`src/rtl/dpb_pkg.sv`:
```
// Shared types and constants for the depth pixel back-projection block.
// No dependencies; imported by every module of the block.
package dpb_pkg;

    localparam int MAX_WIDTH   = 4096;
    localparam int MAX_HEIGHT  = 4096;
    localparam int COUNT_LIMIT = 4096;

    localparam int POS_W   = 12;
    localparam int SIZE_W  = 13;
    localparam int PHASE_W = 8;
    localparam int DEPTH_W = 32;
    localparam int Z_W     = 31;
    localparam int COORD_W = 32;
    localparam int CFG_IDX_W  = 3;
    localparam int CFG_DATA_W = 32;
    localparam int OUT_DATA_W = 120;

    localparam int WIDTH_LIMIT  = (MAX_WIDTH < COUNT_LIMIT) ? MAX_WIDTH : COUNT_LIMIT;
    localparam int HEIGHT_LIMIT = (MAX_HEIGHT < COUNT_LIMIT) ? MAX_HEIGHT : COUNT_LIMIT;

    localparam int QUEUE_DEPTH = 4;
    localparam int QPTR_W      = $clog2(QUEUE_DEPTH);

    localparam logic [CFG_IDX_W-1:0] REG_IMAGE_WIDTH   = 3'd0;
    localparam logic [CFG_IDX_W-1:0] REG_IMAGE_HEIGHT  = 3'd1;
    localparam logic [CFG_IDX_W-1:0] REG_SAMPLE_STRIDE = 3'd2;
    localparam logic [CFG_IDX_W-1:0] REG_CENTER_X      = 3'd3;
    localparam logic [CFG_IDX_W-1:0] REG_CENTER_Y      = 3'd4;
    localparam logic [CFG_IDX_W-1:0] REG_RECIP_FOCAL_X = 3'd5;
    localparam logic [CFG_IDX_W-1:0] REG_RECIP_FOCAL_Y = 3'd6;

    typedef struct packed {
        logic [SIZE_W-1:0]  image_width;
        logic [SIZE_W-1:0]  image_height;
        logic [PHASE_W-1:0] sample_stride;
        logic [15:0]        center_x;
        logic [15:0]        center_y;
        logic [31:0]        recip_focal_x;
        logic [31:0]        recip_focal_y;
    } cfg_t;

    // kept pixel handed from front to back
    typedef struct packed {
        logic [POS_W-1:0] column;
        logic [POS_W-1:0] row;
        logic [Z_W-1:0]   depth;
    } pixel_t;

    typedef struct packed {
        logic s1;
        logic s2;
        logic s3;
        logic s4;
    } pipe_en_t;

endpackage

```
`src/rtl/dpb_queue.sv`:
```
// Short queue of kept pixels between the front end and the projection pipe.
// Depends on dpb_pkg.
module dpb_queue
    import dpb_pkg::*;
(
    input  logic   clk,
    input  logic   rst_n,
    input  logic   push,
    input  pixel_t push_data,
    input  logic   pop,
    output logic   full,
    output logic   not_empty,
    output pixel_t head
);

    pixel_t             entry_reg [QUEUE_DEPTH];
    logic [QPTR_W-1:0]  wr_ptr_reg, wr_ptr_next;
    logic [QPTR_W-1:0]  rd_ptr_reg, rd_ptr_next;
    logic [QPTR_W:0]    count_reg, count_next;
    logic               do_pop;

    assign full      = (count_reg == (QPTR_W+1)'(QUEUE_DEPTH));
    assign not_empty = (count_reg != '0);
    assign head      = entry_reg[rd_ptr_reg];
    assign do_pop    = pop && not_empty;

    always_comb
    begin
        wr_ptr_next = push ? wr_ptr_reg + QPTR_W'(1) : wr_ptr_reg;
        rd_ptr_next = do_pop ? rd_ptr_reg + QPTR_W'(1) : rd_ptr_reg;
        count_next  = count_reg;
        if (push && !do_pop)
        begin
            count_next = count_reg + (QPTR_W+1)'(1);
        end
        else if (!push && do_pop)
        begin
            count_next = count_reg - (QPTR_W+1)'(1);
        end
    end

    always_ff @(posedge clk)
    begin
        if (push)
        begin
            entry_reg[wr_ptr_reg] <= push_data;
        end
    end

    always_ff @(posedge clk or negedge rst_n)
    begin
        if (!rst_n)
        begin
            wr_ptr_reg <= '0;
            rd_ptr_reg <= '0;
            count_reg  <= '0;
        end
        else
        begin
            wr_ptr_reg <= wr_ptr_next;
            rd_ptr_reg <= rd_ptr_next;
            count_reg  <= count_next;
        end
    end

endmodule

```
`config.mk`:
```
export PLATFORM = sky130hd
export DESIGN_NAME = dpb_queue
export DESIGN_NICKNAME = d
export VERILOG_FILES = /design/src/rtl/dpb_pkg.sv /design/src/rtl/dpb_queue.sv
export SDC_FILE = /design/constraint.sdc
export NUM_CORES = 1
export LEC_CHECK = 0
export BUFFER_PORTS_ARGS = -buffer_cell sky130_fd_sc_hd__buf_2
export CAP_MARGIN = 20
export CORE_AREA = 2 2 133 135
export CTS_CLUSTER_SIZE = 25
export DETAILED_ROUTE_END_ITERATION = 16
export DIE_AREA = 0 0 135 137
export GPL_TIMING_DRIVEN = 0
export PLACE_DENSITY_LB_ADDON = 0.1
export SLEW_MARGIN = 25
export SYNTH_ARGS = -nofsm -noshare
export SYNTH_HDL_FRONTEND = slang
export SYNTH_SLANG_ARGS = --single-unit
```
`constraint.sdc`:
```
create_clock -name clk -period 3.5 [get_ports clk]
set_clock_uncertainty 0.2 [all_clocks]
set_input_delay 0.35 -clock clk [delete_from_list [all_inputs] [get_ports clk]]
set_output_delay 0.35 -clock clk [all_outputs]
set_load 0.01 [all_outputs]
```
Yosys cells after proc, flatten, opt, wreduce, memory -nomap -nowiden

Memory sizes are Yosys's and may differ from the RTL's.
Index checks and enable logic that the tools add are counted.

Logic and storage cells: 20
Memories: 1
Output and inout bits: 57
Memory bits (writable): 220
Bits in registers: 7
Input port bits: 59

Memories:

| name      | words | bits a word | rd ports | clocked after memory_dff | wr ports | RTL line        | RTL |
|---|---|---|---|---|---|---|---|
| entry_reg | 4     | 55          | 1        | 0                        | 1        | dpb_queue.sv:16 | `pixel_t entry_reg [QUEUE_DEPTH];` |

$add $sub $neg: 4
Eq/ne operators: 1
Mux-type cells: 4
Reductions and logical operators: 7

Operators by type and width:

| cell                                              | number |
|---|---|
| 2-to-1 mux 3 bit                                  | 2 |
| adder 2 x 1 -> 2 bit (second input constant)      | 2 |
| adder 3 x 1 -> 3 bit (second input constant)      | 1 |
| == test 3 bit (second input constant)             | 1 |
| logical AND 1 bit                                 | 3 |
| nonzero test 3 bit                                | 1 |
| subtractor 3 x 1 -> 3 bit (second input constant) | 1 |
| zero test 1 bit                                   | 2 |
| 2-to-1 mux 1 bit                                  | 2 |
| nonzero test 2 bit                                | 1 |

Longest topological paths before layout

Gate-level depths: netlist of the first run.

Word-level depth: 5
Gate-level depth with buffers: 8
Gate-level depth less buffers: 8

Least setup slack after synthesis of the first run

Ideal clock, no wire load.

Path type: register to register
From: register wr_ptr_reg[0]
To: memory entry_reg[2][0] (netlist name), enable pin
Slack: 962 ps
Data required time: 2882 ps
Cell stages (with the launch flop): 4
Path buffers: 0
Clock period less this slack: 2538 ps
Arrival time: 1919 ps
Cell sequence: dfrtp_1 -> inv_1 -> ha_1 -> and2_1

RTL lines:

| what                   | RTL line        | RTL |
|---|---|---|
| from (decl)            | dpb_queue.sv:17 | `logic [QPTR_W-1:0] wr_ptr_reg, wr_ptr_next;` |
| from (signal assigned) | dpb_queue.sv:60 | `wr_ptr_reg <= wr_ptr_next;` |
| to (decl)              | dpb_queue.sv:16 |  |

Straight into the memory's write port.

==> results of run 1 <==
cell families after synthesis:
| group | count (synthesis) | synth area share (%) |
|---|---|---|
| and+or+nand+nor | 10 | 0.661 |
| AOI/OAI and AO/OA | 1 | 0.0600 |
| xor gates and xnor gates | 6 | 0.631 |
| adders and majority gates | 6 | 0.992 |
| DFF | 227 | 81.4 |
| buffers and inverters | 15 | 1.20 |
| muxes | 56 | 15.0 |
synth_stat cells:
library cell / number
and2_1: 4
nor2_1: 1
clkbuf_1: 1
inv_1: 3
dfrtp_1: 7
edfxtp_1: 220
nand2_1: 2
ha_1: 5
xor2_1: 3
buf_2: 5
or3_1: 1
nand3_1: 1
buf_4: 2
mux2_2: 1
nor3b_1: 1
mux4_2: 55
xnor2_1: 3
fa_1: 1
o21ai_0: 1
buf_6: 4
through the flow:
| step | std cells | utilization (%) | TNS, ns | power, W |
|---|---|---|---|---|
| after CTS | 764 | 62.2 | 0 | 0.00876 |
| final | 764 | 62.2 | 0 | 0.00860 |
| after global placement | 661 | 53.8 | -29.43 | 0.00621 |
| after floorplan | 321 | - | 0 | 0.00533 |
| after global routing | 764 | 62.2 | 0 | 0.00903 |
| after detailed placement | 665 | 54.4 | 0 | 0.00627 |
cell type report:
type | count | area (um^2)
plain buffers | 12 | 88.8
repair buffers | 177 | 1240
well taps | 225 | 282
flip-flops and latches | 227 | 6780
clock inverters | 15 | 170
clock buffers | 26 | 587
inverters | 3 | 11.3
multi-input cells | 79 | 1460
fillers | 1242 | 6440
where the power goes:
group,total [W],internal [W],switching (W),leakage [nW]
registers,0.00368,0.00356,0.000124,2.10
clock network,0.00242,0.00149,0.000931,0.371
logic,0.00250,0.00120,0.00129,1.25
total,0.00860,0.00625,0.00235,3.72
per-layer routing:
| layer | up-vias | global-route usage [%] |
|---|---|---|
| li1 | 1773 | - |
| met1 | 2025 | 21.8 |
| met2 | 105 | 27.1 |
| met3 | 20 | 3.00 |
| met4 | 0 | 4.22 |
| met5 | - | 0 |
worst register-to-register path: cells and delay by family, from the launching register on:
family,cells,cell delay (ns)
AND/OR/NAND/NOR,3,0.69
XOR/XNOR,2,0.32
buffers and inverters,1,0.07
adder cells (fa/ha/maj),2,0.58
flip-flops,1,0.43
worst max path at each step:
stage / end / slack [ns] / cells past startpoint / start
final: head[24] / 0.95 / 4 / rd_ptr_reg[0]$_DFFE_PN0P_
after CTS: head[29] / 0.89 / 4 / rd_ptr_reg[0]$_DFFE_PN0P_
after global placement: entry_reg[2][9]$_DFFE_PP_ / -0.16 / 3 / wr_ptr_reg[0]$_DFFE_PN0P_
after floorplan: entry_reg[2][0]$_DFFE_PP_ / 0.96 / 3 / wr_ptr_reg[0]$_DFFE_PN0P_
after detailed placement: count_reg[2]$_DFFE_PN0P_ / 1.15 / 8 / count_reg[0]$_DFFE_PN0P_
after global routing: head[29] / 0.84 / 4 / rd_ptr_reg[0]$_DFFE_PN0P_
==> impl_metrics.py, run 1 <==
metrics = {
    "setup_path": {
        "path_buf_inv": 3,
        "reg2reg_to": "count_reg[2]$_DFFE_PN0P_",
        "slowest_delay_ns": 0.52,
        "crit_path_cell_trace": "buf_6 > buf_6 > mux4_2 > buf_2",
        "ff2ff_path_depth": 8,
        "worstSetupPathType": "flop to primary output",
        "worst_path_max_delay_cell": "mux4_2",
        "critPathMaxFanout": 10,
        "crit_arrival_ns": 2.00,
        "r2r_slack_ns": 1.14,
        "crit_path_end_kind": "primary output",
        "r2r-start": "count_reg[0]$_DFFE_PN0P_",
        "cp_common_cell": "buf_6",
        "critPathTopFamily": "buffers and inverters",
        "required_ns": 2.95,
        "cp-start-kind": "flop",
    },
    "detailed_routing": {
        "routed_via_density": 5.13,
        "wire_per_inst_um": 19.0,
        "drt_iter0_drc": 180,
        "wl_met1_um": 6220,
        "vias": 3923,
        "dr.max_layer_used": "met4",
        "drtPass1Iterations": 4,
        "detail-route-antenna-nets": 0,
        "drt_wl_total_um": 14500,
        "drt_drc_violations_left": 0,
        "route.met3.wl_um": 754,
        "met2_length_um": 7370,
    },
    "clocking": {
        "cts.path.max_buffers": 3,
        "cts_tree": "built",
        "clk_pin_slew_worst_paths_ns": 0.06,
        "htreeDepth": 1,
        "clk_latency_ns": 0.50,
        "cts_sinks": 227,
        "cts_buffers": 23,
        "hold_buffers": 58,
        "cts_setup_buffers": 0,
        "ctsResizeCount": 0,
        "cts-root-buf": "clkbuf_16",
    },
    "logic_synthesis": {
        "postSynthCellCount": 321,
        "syn_nets": 386,
        "synth_warnings": 0,
        "ys_seq_area_share_pct": 81.4,
        "synth_top_area_cell": "edfxtp_1",
        "ys_types": 20,
        "syn_area_um2": 8330,
        "synth_area_per_cell_um2": 25.9,
        "ys_ff_latch": 227,
        "synth_top_area_share_pct": 79.3,
        "netlist_top_cells_area": "edfxtp_1 79%, mux4_2 15%, dfrtp_1 2.1%, ha_1 0.75%, buf_6 0.54%",
    },
    "run_status": {
        "status": "finished, final reports clean",
    },
    "power": {
        "ir_worst_vdd_mv": 0.580,
        "power_density_nw_per_um2": 811,
        "leakage_nw": 3.72,
    },
    "place": {
        "hpwl_um": 8570,
        "place_ws_ns": 1.15,
        "globalplace.congestion": 0.652,
        "io_buffers": 115,
        "placed_cell_area_um2": 9270,
    },
    "grt": {
        "grt_pass1_wl_um": 22400,
        "grt_pass1_vias": 4221,
        "grt.overflow.total": 0,
        "antenna_found_initial": 0,
        "grt_max_degree": 33,
        "grt_usage_pct": 16.0,
    },
    "job": {
        "cap_violations": 0,
    },
    "sta": {
        "timing.final.crit_share_pct": 72.8,
        "max_freq_ghz": 0.393,
        "period_needed_ns": 2.55,
        "hold_violations": 0,
        "rsz0062_at_grt": "false",
        "setup_ws_ns": 0.952,
        "setup_viol": 0,
        "hold_ws_ns": 0.0193,
        "slew_headroom_pct": 58.0,
        "tightest_slew_ns": 0.630,
        "slew_violations": 0,
    },
    "layout": {
        "drive_gt1_share_pct": 41.0,
        "insertedDiodeCount": 0,
        "num-nets-final": 588,
        "design_area_um2": 10600,
        "area_delta_synth_final_pct": 27.4,
        "final_common_cell": "edfxtp_1",
        "final_cell_mix": "220 x edfxtp_1, 120 x buf_2, 58 x dlygate4sd3_1",
        "largest_reg_flops": 220,
    },
    "die": {
        "die_h_um": 137,
        "io_pins": 116,
        "initial_core_util_pct": 48.8,
        "die_w_um": 135,
        "coreArea_um2": 17100,
        "num_rows": 48,
        "dieArea_um2": 18500,
    },
    "hold_path": {
        "hold_path_class": "input port to asynchronous set/reset pin",
    },
}
(Power assumes the default switching activity.)
==> run 2: changes to the inputs <==
--- a/config.mk
+++ b/config.mk
@@ -5,12 +5,13 @@
 export SDC_FILE = /design/constraint.sdc
 export NUM_CORES = 1
 export LEC_CHECK = 0
+export ABC_AREA = 1
 export BUFFER_PORTS_ARGS = -buffer_cell sky130_fd_sc_hd__buf_2
 export CAP_MARGIN = 20
-export CORE_AREA = 2 2 133 135
+export CORE_AREA = 2 2 139 141
 export CTS_CLUSTER_SIZE = 25
 export DETAILED_ROUTE_END_ITERATION = 16
-export DIE_AREA = 0 0 135 137
+export DIE_AREA = 0 0 141 143
 export GPL_TIMING_DRIVEN = 0
 export PLACE_DENSITY_LB_ADDON = 0.1
 export SLEW_MARGIN = 25
==> constraint.sdc (replaced) <==
create_clock -name clk -period 2.5 [get_ports clk]
set_clock_uncertainty 0.2 [all_clocks]
set_input_delay 0.25 -clock clk [delete_from_list [all_inputs] [get_ports clk]]
set_output_delay 0.25 -clock clk [all_outputs]
set_load 0.01 [all_outputs]
==> run 2 against run 1 <==
  * Sequential share of layout area shrank 5.2 points
  * First-iteration DRC count increased by 67%
  * Hold slack improved by 0.28 ns
  * Register-to-register slack got worse by 0.78 ns
==> impl_metrics.py, run 2 <==
metrics = {
    "setup_path": {
        "reg2reg_to": "count_reg[2]$_DFFE_PN0P_",
        "cp_common_cell": "buf_2",
        "crit_arrival_ns": 1.91,
        "required_ns": 2.05,
        "critPathTopFamily": "buffers and inverters",
        "path_buf_inv": 4,
        "r2r_slack_ns": 0.36,
        "ff2ff_path_depth": 10,
        "worst_path_max_delay_cell": "dfrtp_1",
        "crit_path_end_kind": "primary output",
        "critPathMaxFanout": 10,
        "cp-start-kind": "flop",
        "worstSetupPathType": "flop to primary output",
        "startpoint": "rd_ptr_reg[1]$_DFFE_PN0P_",
        "crit_path_cell_trace": "inv_1 > buf_2 > buf_2 > o211ai_1 > nand2_1 > buf_2",
        "slowest_delay_ns": 0.39,
        "r2r-start": "count_reg[0]$_DFFE_PN0P_",
    },
    "layout": {
        "design_area_um2": 11600,
        "multi_input_area_um2": 1660,
        "seq_area_um2": 6780,
        "final_common_cell": "edfxtp_1",
        "final_cell_mix": "220 x edfxtp_1, 185 x nand2_1, 123 x buf_2",
        "n_fill_cell": 1409,
        "largest_reg_flops": 220,
        "area_delta_synth_final_pct": 25.5,
        "drive_gt1_share_pct": 20.9,
        "fin_cells": 1153,
        "num-nets-final": 966,
    },
    "detailed_routing": {
        "routed_via_density": 5.06,
        "drt_iter0_drc": 300,
        "vias": 5829,
        "detail-route-antenna-nets": 0,
        "drtPass1Iterations": 4,
        "drt_drc_violations_left": 0,
        "wire_per_inst_um": 17.4,
        "drt_wl_total_um": 20100,
    },
    "sta": {
        "tightest_slew_ns": 0.535,
        "hold_ws_ns": 0.294,
        "timing.final.crit_share_pct": 94.5,
        "period_needed_ns": 2.36,
        "setup_viol": 0,
        "hold_violations": 0,
        "setup_ws_ns": 0.136,
        "max_freq_ghz": 0.423,
        "rsz0062_at_grt": "false",
        "slew_violations": 0,
        "slew_headroom_pct": 64.3,
    },
    "logic_synthesis": {
        "ys_seq_area_share_pct": 73.7,
        "postSynthCellCount": 697,
        "ys_types": 18,
        "async_reset_ff_share_pct": 3.08,
        "synth_common_cells": "220 x edfxtp_1, 185 x nand2_1, 122 x inv_1",
        "netlist_top_cells_area": "edfxtp_1 72%, o211ai_1 9.0%, nand2_1 7.5%, inv_1 5.0%, buf_6 2.6%",
        "syn_nets": 762,
        "yosysMostFrequentCell": "edfxtp_1",
        "synth_top_area_cell": "edfxtp_1",
        "ys.flop_type": "edfxtp_1",
        "ys_ff_latch": 227,
        "synth_top_area_share_pct": 71.7,
        "synth_warnings": 0,
        "synth-edff-count": 220,
        "syn_area_um2": 9210,
        "synth_area_per_cell_um2": 13.2,
    },
    "place": {
        "globalplace.congestion": 0.771,
        "hpwl_um": 12000,
        "placed_cell_area_um2": 10200,
        "place_ws_ns": 0.412,
        "io_buffers": 115,
        "dp_cells": 1050,
    },
    "die": {
        "die_h_um": 143,
        "initial_core_util_pct": 49.6,
        "io_pins": 116,
        "coreArea_um2": 18600,
        "dieArea_um2": 20200,
        "die_w_um": 141,
        "num_rows": 50,
    },
    "clocking": {
        "cts_sinks": 227,
        "cts_tree": "built",
        "cts_setup_buffers": 0,
        "cts_buffers": 24,
        "cts-root-buf": "clkbuf_16",
        "clk_pin_slew_worst_paths_ns": 0.06,
        "cts.path.max_buffers": 3,
        "htreeDepth": 1,
        "clk_latency_ns": 0.50,
    },
    "grt": {
        "grt.overflow.total": 0,
        "grt_max_degree": 34,
        "grt_pass1_vias": 6063,
        "antenna_found_initial": 1,
        "grt_usage_pct": 20.1,
        "grt_pass1_wl_um": 31000,
    },
    "hold_path": {
        "hp-start": "push_data[30]",
        "hold_depth": 2,
        "hold_path_class": "input port to flop",
        "hold_path_end": "entry_reg[0][30]$_DFFE_PP_",
    },
    "run_status": {
        "status": "finished, final reports clean",
    },
    "power": {
        "power_w": 0.0135,
        "power_density_nw_per_um2": 1170,
        "ir_worst_vdd_mv": 0.783,
        "leakage_nw": 4.77,
    },
    "job": {
        "cap_violations": 0,
    },
}
==> run 2: metal layers <==
metal	global-route usage, %	part of all wire, %
met5	0	0
met4	5.32	1.6
met3	3.55	4.1
met2	37.3	52
met1	24.3	42
==> run 2: how the worst max path moves through the flow <==
stage	endpoint	slack, ns	cells after the start
5_1_grt	head[10]	0.004	6
4_1_cts	head[9]	0.01	6
2_1_floorplan	entry_reg[2][0]$_DFFE_PP_	0.15	4
3_5_place_dp	count_reg[2]$_DFFE_PN0P_	0.41	10
3_3_place_gp	entry_reg[2][13]$_DFFE_PP_	-0.87	4
6_report	head[9]	0.14	6
==> run 2: cells by family after synthesis <==
kind of cell,Yosys count,share of synthesized area [%]
buf+inv,160,8.37
flops,227,73.7
simple gates,191,7.87
fa+ha+maj,6,0.897
compound gates,111,9.02
xor+xnor,2,0.190
==> run 2: layout make-up <==
| type | instances | area share, % |
|---|---|---|
| antenna | 1 | 0.0217 |
| inverter | 123 | 4.08 |
| buffer | 37 | 2.75 |
| tap | 234 | 2.53 |
| sequential | 227 | 58.7 |
| timing repair buffer | 178 | 10.8 |
| multi-input combinational | 310 | 14.3 |
| clock buffer | 31 | 5.61 |
| clock inverter | 12 | 1.18 |
==> run 2: where the power goes <==
part	internal (W)	total (W)	leakage [nW]	switching (W)
Clock	0.00213	0.00349	0.378	0.00135
Sequential	0.00498	0.00517	2.10	0.000195
Combinational	0.00174	0.00483	2.28	0.00308
==> run 2: timing repair <==
action                                 in CTS  in global routing
endpoints found under the hold margin     232                  0
gates resized for setup                     0                  8
setup endpoints to repair                   0                 31
hold buffers                               59                  0
==> run 2: per-stage QoR <==
stage	utilization (%)	setup TNS (ns)
6_report	62.2	0
5_1_grt	62.2	0
4_1_cts	62.1	0
3_5_place_dp	54.7	0
3_3_place_gp	54.2	-183.41
2_1_floorplan	-	0
