===== src/rtl/dpb_pkg.sv =====
// Shared types and constants for the depth pixel back-projection block.
// No dependencies; imported by every module of the block.
package dpb_pkg;

    localparam int MAX_WIDTH   = 4096;
    localparam int MAX_HEIGHT  = 4096;
    localparam int COUNT_LIMIT = 4096;

    localparam int POS_W   = 12;
    localparam int SIZE_W  = 13;
    localparam int PHASE_W = 8;
    localparam int DEPTH_W = 32;
    localparam int Z_W     = 31;
    localparam int COORD_W = 32;
    localparam int CFG_IDX_W  = 3;
    localparam int CFG_DATA_W = 32;
    localparam int OUT_DATA_W = 120;

    localparam int WIDTH_LIMIT  = (MAX_WIDTH < COUNT_LIMIT) ? MAX_WIDTH : COUNT_LIMIT;
    localparam int HEIGHT_LIMIT = (MAX_HEIGHT < COUNT_LIMIT) ? MAX_HEIGHT : COUNT_LIMIT;

    localparam int QUEUE_DEPTH = 4;
    localparam int QPTR_W      = $clog2(QUEUE_DEPTH);

    localparam logic [CFG_IDX_W-1:0] REG_IMAGE_WIDTH   = 3'd0;
    localparam logic [CFG_IDX_W-1:0] REG_IMAGE_HEIGHT  = 3'd1;
    localparam logic [CFG_IDX_W-1:0] REG_SAMPLE_STRIDE = 3'd2;
    localparam logic [CFG_IDX_W-1:0] REG_CENTER_X      = 3'd3;
    localparam logic [CFG_IDX_W-1:0] REG_CENTER_Y      = 3'd4;
    localparam logic [CFG_IDX_W-1:0] REG_RECIP_FOCAL_X = 3'd5;
    localparam logic [CFG_IDX_W-1:0] REG_RECIP_FOCAL_Y = 3'd6;

    typedef struct packed {
        logic [SIZE_W-1:0]  image_width;
        logic [SIZE_W-1:0]  image_height;
        logic [PHASE_W-1:0] sample_stride;
        logic [15:0]        center_x;
        logic [15:0]        center_y;
        logic [31:0]        recip_focal_x;
        logic [31:0]        recip_focal_y;
    } cfg_t;

    // kept pixel handed from front to back
    typedef struct packed {
        logic [POS_W-1:0] column;
        logic [POS_W-1:0] row;
        logic [Z_W-1:0]   depth;
    } pixel_t;

    typedef struct packed {
        logic s1;
        logic s2;
        logic s3;
        logic s4;
    } pipe_en_t;

endpackage


===== src/rtl/dpb_front.sv =====
// Front end: raster counters, subsampling grid and depth check.
// Depends on dpb_pkg.
module dpb_front
    import dpb_pkg::*;
(
    input  logic                 clk,
    input  logic                 rst_n,
    input  cfg_t                 cfg,
    input  logic                 accept,
    input  logic [DEPTH_W-1:0]   depth_value,
    input  logic                 depth_finite,
    output logic                 keep,
    output pixel_t               pixel
);

    logic [POS_W-1:0]   column_count_reg, column_count_next;
    logic [POS_W-1:0]   row_count_reg, row_count_next;
    logic [PHASE_W-1:0] column_phase_reg, column_phase_next;
    logic [PHASE_W-1:0] row_phase_reg, row_phase_next;

    logic [SIZE_W-1:0]  width_eff;
    logic [SIZE_W-1:0]  height_eff;
    logic [PHASE_W-1:0] stride_eff;
    logic [SIZE_W-1:0]  column_inc;
    logic [SIZE_W-1:0]  row_inc;
    logic [PHASE_W:0]   column_phase_inc;
    logic [PHASE_W:0]   row_phase_inc;

    always_comb
    begin
        width_eff = (cfg.image_width == '0) ? SIZE_W'(1) : cfg.image_width;
        if (width_eff > SIZE_W'(WIDTH_LIMIT))
        begin
            width_eff = SIZE_W'(WIDTH_LIMIT);
        end
        height_eff = (cfg.image_height == '0) ? SIZE_W'(1) : cfg.image_height;
        if (height_eff > SIZE_W'(HEIGHT_LIMIT))
        begin
            height_eff = SIZE_W'(HEIGHT_LIMIT);
        end
        stride_eff = (cfg.sample_stride == '0) ? PHASE_W'(1) : cfg.sample_stride;
    end

    assign column_inc       = {1'b0, column_count_reg} + SIZE_W'(1);
    assign row_inc          = {1'b0, row_count_reg} + SIZE_W'(1);
    assign column_phase_inc = {1'b0, column_phase_reg} + (PHASE_W+1)'(1);
    assign row_phase_inc    = {1'b0, row_phase_reg} + (PHASE_W+1)'(1);

    assign keep = (column_phase_reg == '0) && (row_phase_reg == '0) && depth_finite
                  && !depth_value[DEPTH_W-1] && (depth_value != '0);

    assign pixel.column = column_count_reg;
    assign pixel.row    = row_count_reg;
    assign pixel.depth  = depth_value[Z_W-1:0];

    always_comb
    begin
        column_count_next = column_count_reg;
        row_count_next    = row_count_reg;
        column_phase_next = column_phase_reg;
        row_phase_next    = row_phase_reg;
        if (accept)
        begin
            if (column_inc >= width_eff)
            begin
                column_count_next = '0;
                column_phase_next = '0;
                if (row_inc >= height_eff)
                begin
                    row_count_next = '0;
                    row_phase_next = '0;
                end
                else
                begin
                    row_count_next = row_inc[POS_W-1:0];
                    row_phase_next = (row_phase_inc >= {1'b0, stride_eff}) ? '0
                                     : row_phase_inc[PHASE_W-1:0];
                end
            end
            else
            begin
                column_count_next = column_inc[POS_W-1:0];
                column_phase_next = (column_phase_inc >= {1'b0, stride_eff}) ? '0
                                    : column_phase_inc[PHASE_W-1:0];
            end
        end
    end

    always_ff @(posedge clk or negedge rst_n)
    begin
        if (!rst_n)
        begin
            column_count_reg <= '0;
            row_count_reg    <= '0;
            column_phase_reg <= '0;
            row_phase_reg    <= '0;
        end
        else
        begin
            column_count_reg <= column_count_next;
            row_count_reg    <= row_count_next;
            column_phase_reg <= column_phase_next;
            row_phase_reg    <= row_phase_next;
        end
    end

endmodule


===== config.mk =====
export PLATFORM = sky130hd
export DESIGN_NAME = dpb_front
export DESIGN_NICKNAME = d
export VERILOG_FILES = /design/src/rtl/dpb_pkg.sv /design/src/rtl/dpb_front.sv
export SDC_FILE = /design/constraint.sdc
export NUM_CORES = 1
export LEC_CHECK = 0
export ABC_AREA = 1
export BUFFER_PORTS_ARGS = -buffer_cell sky130_fd_sc_hd__buf_2
export CAP_MARGIN = 15
export CELL_PAD_IN_SITES_DETAIL_PLACEMENT = 1
export CELL_PAD_IN_SITES_GLOBAL_PLACEMENT = 1
export CORE_MARGIN = 4
export CORE_UTILIZATION = 30
export DETAILED_ROUTE_END_ITERATION = 8
export PLACE_DENSITY_LB_ADDON = 0.1
export SLEW_MARGIN = 20
export SYNTH_ARGS = -nofsm -noshare
export SYNTH_HDL_FRONTEND = slang
export SYNTH_SLANG_ARGS = --single-unit

===== constraint.sdc =====
create_clock -name clk -period 3 [get_ports clk]
set_input_delay 0.15 -clock clk [delete_from_list [all_inputs] [get_ports clk]]
set_output_delay 0.15 -clock clk [all_outputs]
set_load 0.02 [all_outputs]

Yosys cells after proc, flatten, opt, wreduce, memory -nomap -nowiden. Index checks and enable logic that the tools add are counted. W data, S select, Z words.

Flip-flop bits (word level): 40. Bits of input ports: 166. Output and inout port bits: 56. Word-level logic and storage cells: 37.

Add/sub/neg operators: 4. Magnitude comparators: 6. Multiplexer cells: 11. Reduce and logical (&&, ||, !) cells: 12.

Operators with widths (count): $mux W13 (4); $mux W8 (5); $reduce_bool A32 Y1 (1); $add A12 B1 Y13 const B (2); $ge A13 B13 Y1 (2); $gt A13 B13 Y1 const B (2); $logic_not A13 Y1 (2); $logic_not A8 Y1 (3); $mux W12 (2); $add A8 B1 Y9 const B (2); $ge A9 B8 Y1 (2); $logic_and A1 B1 Y1 (4); $reduce_and A2 Y1 (1); $logic_not A1 Y1 (1).

Depth between registers and ports, before layout. Gate-level depths: netlist of run 1.

Depth in word-level cells: 6. Depth in mapped cells: 22. Depth with buffers taken out: 21.

Worst setup path after synthesis of run 1. No wires, ideal clock.

Path kind: register to register. From: register column_count_reg[0]. To: register row_phase_reg[0]. Data arrival time: 2481 ps. Data required time: 2884 ps. Setup slack: 403 ps. Stages on the path, launching flop included: 20. Buffers on the path: 1. Cells stage by stage: dfrtp_1 ha_1 nand2_1 nor2_1 nand2_1 nor2_1 nand2_1 xor2_1 ha_1 nand2_1 nor2_4 nand2_1 clkinv_1 nand2_2 nand3_2 nand2_2 nor2_4 buf_6 nand2_1 nand2_1.

Cells in the longest elaborated chain, start to end: 3.

Ends and longest elaborated chain: start: declaration (RTL line dpb_front.sv:16) `logic [POS_W-1:0] column_count_reg, column_count_next;`; start signal: assignment (RTL line dpb_front.sv:100) `column_count_reg <= column_count_next;`; $add A12 B1 Y13 (RTL line dpb_front.sv:44) `assign column_inc = {1'b0, column_count_reg} + SIZE_W'(1);`; $ge A13 B13 Y1 (RTL line dpb_front.sv:64) `if (column_inc >= width_eff)`; $reduce_and A2 Y1 (no source line); end signal: assignment (RTL line dpb_front.sv:103) `row_phase_reg <= row_phase_next;`; end: declaration (RTL line dpb_front.sv:19) `logic [PHASE_W-1:0] row_phase_reg, row_phase_next;`.

No other way between the ends. A chain may end at the register's enable or synchronous reset.

Worst setup path after layout of run 1.
From: register column_count_reg[1]. To: register row_phase_reg[7].

The elaborated chain is that of the path after synthesis.

==> run summary, run 1 <==
HOLD PATH
-----------------------------------------------------------------------------------------
Path category of the worst min-delay check .................................     in2async

CRITICAL PATH
-----------------------------------------------------------------------------------------
Critical path's largest stage delay ........................................       370 ps
Worst r2r src .............................................................. column_count_reg[1]
Critical path data arrival time ............................................      2970 ps
Maximum fanout along the worst path ........................................            5
Cell with the biggest individual delay on the critical path ................ sky130_fd_sc_hd__dfrtp_1
Start point of the critical path ........................................... column_count_reg[1]
Kind of end point of the critical path .....................................         flop
Setup CP Type ..............................................................      reg2reg
Required @ worst endpoint ..................................................      3170 ps
Type of origin of the critical path ........................................         flop
Most used cell, CP ......................................................... sky130_fd_sc_hd__nand2_1
Ordered cell list for the critical path .................................... ha_2 > nand2_1 > nor2_2 > nand2_2 > buf_4 > nor2_2 > nand2_1 > xor2_2 > ha_1 > nand2_1 > nor2_4 > nand2_1 > clkinv_1 > nand2_2 > nand3_2 > nand2_4 > nor2_4 > buf_4 > nand2_1 > nand2_1

CLOCKING
-----------------------------------------------------------------------------------------
Root buffer selected by CTS ................................................ sky130_fd_sc_hd__clkbuf_16
Worst-skew pair later-pin latency ..........................................       280 ps
Cts-stage hold buffer count ................................................            0
Clock Sink Count ...........................................................           40
TritonCTS buffer count .....................................................            5
CTS tree ...................................................................        built
H-tree levels ..............................................................            2
Number of buffers between clock root and the deepest sink ..................            2
Clk pin slew, worst setup/hold paths .......................................        60 ps

GRT
-----------------------------------------------------------------------------------------
Number of antenna violations at the first check in global routing ..........            0
Global-route wire length before repair .....................................     19500 um
Global-route congestion overflow total .....................................            0
Pin count of the biggest net entering global routing .......................           41
Tot GR Track Use ...........................................................        14.8%
Vias in the first global route .............................................         4163

LAYOUT
-----------------------------------------------------------------------------------------
Layout cell share with drive strength beyond 1 .............................        24.1%
Final std cells w/o fill ...................................................          885
Total Nets Final ...........................................................          923
Leading cell types in the layout, fill and taps excluded ................... sky130_fd_sc_hd__nand2_1 (194), sky130_fd_sc_hd__buf_2 (125), sky130_fd_sc_hd__inv_1 (84)
Count of antenna diodes in the layout ......................................            0
Most common cell after layout, fill and taps aside ......................... sky130_fd_sc_hd__nand2_1
Area added between synthesis and finish ....................................        22.3%

SYNTH
-----------------------------------------------------------------------------------------
Synth Area per Inst ........................................................   6.74 sq um
Synth Area in XOR/XNOR .....................................................        4.96%
Share of the synthesized area in compound gates (AO/OA/AOI/OAI) ............        5.17%
Largest family of logic cells by synthesized area .......................... simple AND/OR/NAND/NOR gates
Proportion of register bits with asynchronous set or reset after synthesis .         100%
Yosys warning count ........................................................            0
Number of enable flip-flop cells after synthesis ...........................            0
Count of different cell masters after synthesis ............................           35
Combined area of all synthesized cells .....................................   4060 sq um
Cells after synthesis ......................................................          603
Main flop type after synthesis ............................................. sky130_fd_sc_hd__dfrtp_1
Number of synthesized register bits ........................................           40
Synthesized-area fraction occupied by and/or/nand/nor cells ................        34.8%
Number of nets produced by synthesis .......................................          817
Multiplexer fraction of the synthesized cell area ..........................       0.246%
Share of synthesized area occupied by flip-flops and latches ...............        24.6%
Post-synthesis adder-cell area fraction ....................................        14.8%

PLACEMENT
-----------------------------------------------------------------------------------------
Detailed Place HPWL ........................................................      9860 um
# placed instances .........................................................          870
# port buffers .............................................................          125
Final weighted congestion in routability-driven placement ..................        0.783

STA
-----------------------------------------------------------------------------------------
Post-route fraction of the period consumed by the critical path ............        93.3%
Highest Clock Rate .........................................................      357 MHz
Max-slew violation count ...................................................            0
Final worst path period need ...............................................      2800 ps
Relative slew slack ........................................................        39.1%
Worst hold margin ..........................................................     -5.85 ps
Final setup violation count ................................................            0
Actual slew at the worst max-slew pin ......................................       914 ps
TNS Setup ..................................................................         0 ps
Number of failing hold endpoints at the final stage ........................            3
Worst setup skew after layout ..............................................      2.40 ps

DETAILED ROUTING
-----------------------------------------------------------------------------------------
Via count ..................................................................         4054
Drc violations .............................................................            0
Routed wire length .........................................................     11800 um
Mean number of vias per cell ...............................................         4.58
Routed length per instance .................................................      13.3 um
Violation count after the first detailed-route iteration ...................           69
Number of routed nets with antenna violations ..............................            0
First-pass iteration count of the detailed router ..........................            4

FLOORPLAN
-----------------------------------------------------------------------------------------
Horizontal die dimension ...................................................       124 um
Cell Rows ..................................................................           42
Total Die Area .............................................................  15500 sq um
Core Footprint .............................................................  13200 sq um
Initial core utilization ...................................................        30.7%
Vert. Die Dim ..............................................................       124 um
Boundary Pins ..............................................................          222

POWER AND IR DROP
-----------------------------------------------------------------------------------------
Maximum VDD drop ...........................................................     0.276 mV
Static leakage power .......................................................      2.88 nW
Pwr/cell area ..............................................................  624 nW/um^2

RUN STATUS
-----------------------------------------------------------------------------------------
Failing checks .............................................................  hold timing
Status ..................................................................... finished with violations

JOB
-----------------------------------------------------------------------------------------
Max-cap check violation count ..............................................            0

## synth_stat cells, drive strengths merged (2+ instances only)
master,instances,area share [%]
xnor2,2,0.43
o22ai,4,0.62
dfrtp,40,25
ha,48,15
nand3,24,3.3
nor2,62,6.3
inv,86,7.9
clkinv,2,0.18
nand3b,5,0.92
nor3,6,1.1
o21ai,16,2.0
a21oi,14,1.8
nand4,12,1.8
clkbuf,2,0.22
nor4,17,2.6
buf,38,7.1
nand2,198,18
xor2,21,4.5
## worst max-delay path: cells and delay by family (launching register included)
family | cells | cell delay, ps
XOR/XNOR | 1 | 170
adder cells (fa/ha/maj) | 2 | 510
buffers and inverters | 3 | 370
flip-flops | 1 | 370
AND/OR/NAND/NOR | 14 | 1240
## repair_timing
item | CTS | global route
endpoints found under the setup margin | 20 | 36
setup buffers | 0 | 7
cloned | 1 | 0
pin swaps | 1 | 9
gates resized for setup | 1 | 13
## final cells by class
cell class	count	area, sq um
clock buffer	5	125
tap	176	220
fill	1776	8270
inverter	88	330
multi-input combinational	436	2490
clock inverter	2	60.1
sequential	40	1000
timing repair buffer	138	743
## layer usage
| metal | global-route usage [%] | wire, um | vias to the layer above |
|---|---|---|---|
| met1 | 18.0 | 5300 | 1887 |
| li1 | - | - | 2090 |
| met3 | 2.40 | 458 | 4 |
| met4 | 2.39 | 68 | 0 |
| met5 | 0 | 0 | - |
| met2 | 27.6 | 5970 | 73 |
## logic make-up after synthesis
| logic type | count (synthesis) |
|---|---|
| multiplexers | 1 |
| buffers and inverters | 128 |
| AND/OR/NAND/NOR | 325 |
| adder cells (fa/ha/maj) | 48 |
| AO/OA/AOI/OAI | 38 |
| XOR/XNOR | 23 |
| flip-flops | 40 |
## report_power, final
part           internal [mW]  switching (mW)  total [mW]  leakage [nW]
registers              0.675           0.174       0.849         0.539
clock network          0.472           0.209       0.681        0.0899
logic                  0.607           0.965        1.57          2.25
## stage by stage
stage	cell area, sq um	worst slack (ps)	power [mW]	utilization [%]	hold WS [ps]
2_1_floorplan	4060	403	1.93	-	-146
3_5_place_dp	4660	-26.8	2.40	35.2	349
5_1_grt	4970	-55.7	3.43	37.5	86.7
6_report	4970	201	3.10	37.5	-5.85
4_1_cts	4860	47.4	3.12	36.7	47.1
3_3_place_gp	4660	42.0	2.34	35.2	342
## worst paths after layout
kind / endpoint / slack [ps] / depth (start not counted)
max reg2reg: row_phase_reg[7] / 200 / 20
max: row_phase_reg[7] / 200 / 20
min in group clk: column_count_reg[11] / 290 / 2
min: column_count_reg[1] / -6 / 1
min reg2reg: row_count_reg[11] / 510 / 2
max in group asynchronous: row_phase_reg[4] / 2420 / 1
No activity file was read; power rests on OpenSTA's default activity.
==> run 2, diff against run 1 <==
Settings changed: CORE_UTILIZATION 30 to 31, CTS_BUF_LIST from default to sky130_fd_sc_hd__clkbuf_4.
==> run summary, run 2 (synthesis results as in run 1) <==
CRITICAL PATH
--------------------------------------------------------------------------------
FF-to-FF path depth ...............................................           19
Maximum fanout along the worst path ...............................            5
Number of cells on the critical path ..............................           19
Setup CP Type .....................................................      reg2reg
Critical path data arrival time ...................................      3090 ps
Start point of the critical path .................................. column_count_reg[1]
Termination of the worst setup path ............................... row_count_reg[9]
Required @ worst endpoint .........................................      3290 ps
Most used cell, CP ................................................ sky130_fd_sc_hd__nand2_1
FF-to-FF End ...................................................... row_count_reg[9]
Cell family with most CP delay .................................... simple AND/OR/NAND/NOR gates
Worst r2r src ..................................................... column_count_reg[1]
Cell with the biggest individual delay on the critical path ....... sky130_fd_sc_hd__dfrtp_1
Worst-case register-to-register setup slack .......................       200 ps
Type of origin of the critical path ...............................         flop
Kind of end point of the critical path ............................         flop
Buffers and inverters on the worst path ...........................            1
Critical path's largest stage delay ...............................       400 ps
Ordered cell list for the critical path ........................... ha_2 > nand2_2 > nor2_4 > nand2_2 > nor2_1 > nand2_1 > xor2_1 > ha_1 > nand2_1 > nor2_4 > nand2_2 > nor2_1 > nor2_1 > nand3_2 > nand2_4 > buf_12 > nor2_4 > nand2_1 > nand2_1

PLACEMENT
--------------------------------------------------------------------------------
Dpl cell area .....................................................   4650 sq um
# placed instances ................................................          866
# port buffers ....................................................          125
Final weighted congestion in routability-driven placement .........        0.747
Detailed Place HPWL ...............................................     10300 um

LAYOUT
--------------------------------------------------------------------------------
Count of antenna diodes in the layout .............................            0
Total Nets Final ..................................................          926
Fill cell total of the finished layout ............................         1719
Leading cell types in the layout, fill and taps excluded .......... sky130_fd_sc_hd__nand2_1 (191), sky130_fd_sc_hd__buf_2 (125), sky130_fd_sc_hd__inv_1 (82)
Storage cell area .................................................   1000 sq um
Final std cells w/o fill ..........................................          885
Layout cell share with drive strength beyond 1 ....................        25.0%
Post-Layout Inst Area .............................................   4910 sq um
Area taken by multi-input logic gates .............................   2520 sq um
Most common cell after layout, fill and taps aside ................ sky130_fd_sc_hd__nand2_1
Area added between synthesis and finish ...........................        20.8%

CLOCKING
--------------------------------------------------------------------------------
Number of buffers between clock root and the deepest sink .........            2
H-tree levels .....................................................            2
Root buffer selected by CTS ....................................... sky130_fd_sc_hd__clkbuf_4
Clk pin slew, worst setup/hold paths ..............................       130 ps
Clock Sink Count ..................................................           40
CTS tree ..........................................................        built
Worst-skew pair later-pin latency .................................       350 ps
TritonCTS buffer count ............................................            5

FLOORPLAN
--------------------------------------------------------------------------------
Horizontal die dimension ..........................................       122 um
Vert. Die Dim .....................................................       122 um
Initial core utilization ..........................................        31.9%
Boundary Pins .....................................................          222
Total Die Area ....................................................  15000 sq um
Core Footprint ....................................................  12700 sq um
Cell Rows .........................................................           41

STA
--------------------------------------------------------------------------------
Highest Clock Rate ................................................      358 MHz
Worst hold margin .................................................       240 ps
Final setup violation count .......................................            0
Max-slew violation count ..........................................            0
Actual slew at the worst max-slew pin .............................       931 ps
Relative slew slack ...............................................        37.9%
Final worst path period need ......................................      2800 ps
Worst setup skew after layout .....................................      15.1 ps
TNS Setup .........................................................         0 ps
Number of failing hold endpoints at the final stage ...............            0
Post-route fraction of the period consumed by the critical path ...        93.2%

POWER AND IR DROP
--------------------------------------------------------------------------------
Internal power ....................................................      1.47 mW
Static leakage power ..............................................      2.85 nW
Pwr/cell area .....................................................  578 nW/um^2
Relative contribution of combinational cells to total power .......        57.6%
Net Switching .....................................................      1.36 mW
Net Sw Frac .......................................................        48.1%
Clock power frac ..................................................        12.7%
Overall power .....................................................      2.84 mW
Maximum VDD drop ..................................................     0.348 mV
Relative contribution of sequential cells to total power ..........        29.8%

GRT
--------------------------------------------------------------------------------
Tot GR Track Use ..................................................        16.3%
Pin count of the biggest net entering global routing ..............           41
Global-route congestion overflow total ............................            0
Vias in the first global route ....................................         4239
Number of antenna violations at the first check in global routing .            0
Global-route wire length before repair ............................     19900 um

DETAILED ROUTING
--------------------------------------------------------------------------------
First-pass iteration count of the detailed router .................            4
Via count .........................................................         4152
Violation count after the first detailed-route iteration ..........           90
Mean number of vias per cell ......................................         4.69
Drc violations ....................................................            0
Routed length per instance ........................................      13.8 um
Number of routed nets with antenna violations .....................            0
Routed wire length ................................................     12200 um

RUN STATUS
--------------------------------------------------------------------------------
Status ............................................................ complete, no violations

JOB
--------------------------------------------------------------------------------
Max-cap check violation count .....................................            0

HOLD PATH
--------------------------------------------------------------------------------
Path category of the worst min-delay check ........................       in2reg

## run 2: changes by cell type in the layout (fill, tap and decap cells not counted), sizes merged
cell         previous run  this run
bufinv                  2         1
buf                   138       139
dlygate4sd3             0         1
clkinv                  2         3
inv                    86        87
nor2                   63        64
## run 2: final cells by class
class | instances | share of cell area (%)
multi-input combinational | 437 | 51.3
sequential | 40 | 20.4
timing repair buffer | 140 | 15.6
inverter | 88 | 6.73
tap | 172 | 4.38
clock buffer | 5 | 0.764
clock inverter | 3 | 0.764
## run 2: metrics by stage
stage               utilization (%)  worst slack [ps]
floorplan                         -               403
global placement               36.6               107
detailed placement             36.6              50.6
CTS                            37.3              12.1
global route                   38.6             -30.6
finish                         38.6               203
## run 2: worst min-delay path by stage
stage	depth (start not counted)	slack (ps)	start	endpoint
after floorplan	0	-150	rst_n	column_count_reg[0]
after global placement	1	360	rst_n	column_count_reg[0]
after detailed placement	1	370	rst_n	column_count_reg[0]
after CTS	2	200	accept	column_count_reg[11]
after global routing	2	240	accept	column_count_reg[10]
final	2	240	accept	column_count_reg[11]
## run 2: layer usage
metal,up-vias,track usage (%),wire length (um)
met1,1945,21.2,5690
met5,-,0,0
met3,9,2.76,629
met2,92,28.5,5830
met4,0,2.73,102
li1,2106,-,-
## run 2: power groups by stage
stage                     logic (mW)  clock network, mW  registers (mW)
after floorplan                 1.02                  0           0.909
after global placement          1.50                  0           0.847
after detailed placement        1.56                  0           0.855
after CTS                       1.57              0.384           0.844
after global routing            1.90              0.400           0.873
final                           1.63              0.360           0.844
## run 2: timing repair
item,CTS,global route
gates resized for setup,0,26
setup buffers,0,8
hold endpoints to repair,40,0
endpoints found under the setup margin,0,38
hold buffers,1,0
==> run 3, diff against run 2 <==
Settings changed: CTS_CLUSTER_DIAMETER from default to 120, SETUP_SLACK_MARGIN from default to 0.5.
==> run summary, run 3 (synthesis results as in run 1) <==
CRITICAL PATH
--------------------------------------------------------------------------------
Start point of the critical path .................................. column_count_reg[0]
Ordered cell list for the critical path ........................... ha_4 > nand2_4 > nor2_4 > nand2_4 > inv_2 > nand4_1 > nor4_2 > buf_4 > ha_4 > nand2_4 > nor2_4 > nand2_2 > nor2_4 > nor2_4 > nand3_4 > nand2_4 > nor2_4 > buf_6 > nand2_2 > nand2_1
Kind of end point of the critical path ............................         flop
Worst r2r src ..................................................... column_count_reg[0]
Critical path data arrival time ...................................      2960 ps
Worst-case register-to-register setup slack .......................       360 ps
FF-to-FF path depth ...............................................           20
Type of origin of the critical path ...............................         flop
FF-to-FF End ...................................................... row_count_reg[11]
Cell with the biggest individual delay on the critical path ....... sky130_fd_sc_hd__dfrtp_2
Required @ worst endpoint .........................................      3310 ps
Maximum fanout along the worst path ...............................            6
Critical path's largest stage delay ...............................       420 ps
Most used cell, CP ................................................ sky130_fd_sc_hd__nor2_4
Setup CP Type .....................................................      reg2reg

DETAILED ROUTING
--------------------------------------------------------------------------------
Mean number of vias per cell ......................................         4.69
Number of routed nets with antenna violations .....................            0
Routed length per instance ........................................      14.6 um
Routed wire length ................................................     13300 um
Via count .........................................................         4273
Drc violations ....................................................            0
Violation count after the first detailed-route iteration ..........          103
First-pass iteration count of the detailed router .................            4

STA
--------------------------------------------------------------------------------
Number of failing hold endpoints at the final stage ...............            0
Post-route fraction of the period consumed by the critical path ...        88.1%
Unrepaired setup endpoints after global routing ...................         true
Relative slew slack ...............................................        36.7%
Actual slew at the worst max-slew pin .............................       949 ps
Final worst path period need ......................................      2640 ps
Worst Setup Slack, final ..........................................       357 ps
Max-slew violation count ..........................................            0
Final setup violation count .......................................            0
Worst setup skew after layout .....................................      13.7 ps
TNS Setup .........................................................         0 ps
Worst hold margin .................................................       235 ps
Highest Clock Rate ................................................      378 MHz

FLOORPLAN
--------------------------------------------------------------------------------
Core Footprint ....................................................  12700 sq um
Total Die Area ....................................................  15000 sq um
Initial core utilization ..........................................        31.9%
Horizontal die dimension ..........................................       122 um
Vert. Die Dim .....................................................       122 um
Boundary Pins .....................................................          222
Cell Rows .........................................................           41

LAYOUT
--------------------------------------------------------------------------------
Count of antenna diodes in the layout .............................            0
Post-Layout Inst Area .............................................   5410 sq um
Most common cell after layout, fill and taps aside ................ sky130_fd_sc_hd__nand2_1
Area added between synthesis and finish ...........................        33.2%
Total Nets Final ..................................................          952
Leading cell types in the layout, fill and taps excluded .......... sky130_fd_sc_hd__nand2_1 (170), sky130_fd_sc_hd__buf_2 (125), sky130_fd_sc_hd__inv_1 (76)
Layout cell share with drive strength beyond 1 ....................        35.9%

GRT
--------------------------------------------------------------------------------
Vias in the first global route ....................................         4428
Global-route wire length before repair ............................     21300 um
Number of antenna violations at the first check in global routing .            0
Global-route congestion overflow total ............................            0
Pin count of the biggest net entering global routing ..............           41
Tot GR Track Use ..................................................        17.5%

POWER AND IR DROP
--------------------------------------------------------------------------------
Static leakage power ..............................................      3.06 nW
Net Switching .....................................................      1.52 mW
Pwr/cell area .....................................................  566 nW/um^2
Overall power .....................................................      3.07 mW
Net Sw Frac .......................................................        49.6%
Relative contribution of sequential cells to total power ..........        28.2%
Clock power frac ..................................................         9.6%
Maximum VDD drop ..................................................     0.340 mV
Relative contribution of combinational cells to total power .......        62.2%
Internal power ....................................................      1.54 mW

HOLD PATH
--------------------------------------------------------------------------------
Hold Crit Depth ...................................................            2
Worst Hold Launch .................................................       accept
Endpoint, Worst Hold .............................................. column_count_reg[9]
Path category of the worst min-delay check ........................       in2reg

JOB
--------------------------------------------------------------------------------
Max-cap check violation count .....................................            0

PLACEMENT
--------------------------------------------------------------------------------
# port buffers ....................................................          125
Final weighted congestion in routability-driven placement .........        0.802
Dpl cell area .....................................................   4670 sq um
Minimum setup slack after placement ...............................      8.38 ps
Detailed Place HPWL ...............................................     10500 um

CLOCKING
--------------------------------------------------------------------------------
Clk pin slew, worst setup/hold paths ..............................       130 ps
CTS tree ..........................................................        built
Worst-skew pair later-pin latency .................................       370 ps
Clock Sink Count ..................................................           40
Number of buffers between clock root and the deepest sink .........            2
H-tree levels .....................................................            2
Root buffer selected by CTS ....................................... sky130_fd_sc_hd__clkbuf_4
TritonCTS buffer count ............................................            5

RUN STATUS
--------------------------------------------------------------------------------
Status ............................................................ complete, no violations

[run 3: power by group through the flow]
stage	logic, mW	clock network [mW]	registers, mW
after detailed placement	1.57	0	0.862
final	1.91	0.293	0.865
after CTS	1.74	0.308	0.862
after floorplan	1.02	0	0.912
after global routing	2.17	0.332	0.893
after global placement	1.50	0	0.854
[run 3: metrics by stage]
stage               cells  utilization [%]
global placement      868             36.7
floorplan             603                -
detailed placement    868             36.7
CTS                   896             40.2
global route          911             42.5
finish                911             42.5
[run 3: area by class of cell]
type | count | area, sq um
multi-input cells | 436 | 2800
inverters | 88 | 333
clock buffers | 5 | 37.5
clock inverters | 3 | 18.8
well taps | 172 | 215
repair buffers | 167 | 1000
fillers | 1671 | 7310
flip-flops and latches | 40 | 1010
[run 3: worst max-delay path, delay by kind of cell (launching register included)]
kind,cells,cell delay (ps)
buffers and inverters,3,390
and+or+nand+nor,15,1480
adders and majority gates,2,300
DFF,1,420
[run 3: how the worst max path moves through the flow]
stage / depth (start not counted) / slack (ps) / end
after global placement: 18 / 50 / row_count_reg[9]
after floorplan: 19 / 500 / row_phase_reg[0]
after CTS: 20 / 380 / row_phase_reg[5]
after detailed placement: 18 / 8 / row_phase_reg[3]
final: 20 / 360 / row_count_reg[11]
after global routing: 20 / 150 / row_count_reg[11]
[run 3: timing repair]
item                                    in CTS  in global routing
hold buffers                                 1                  0
pin swaps                                   23                 36
resized for setup                           60                 54
gates cloned                                 1                  0
endpoints found under the setup margin      40                 40
setup buffers                               18                 15
endpoints found under the hold margin       40                  0
[run 3: layer usage]
layer / track usage (%) / part of all wire [%] / vias to the layer above
li1: - / - / 2152
met1: 21.9 / 44 / 2024
met2: 32.1 / 51 / 89
met3: 2.76 / 4.6 / 8
met4: 3.08 / 0.75 / 0
met5: 0 / 0 / -
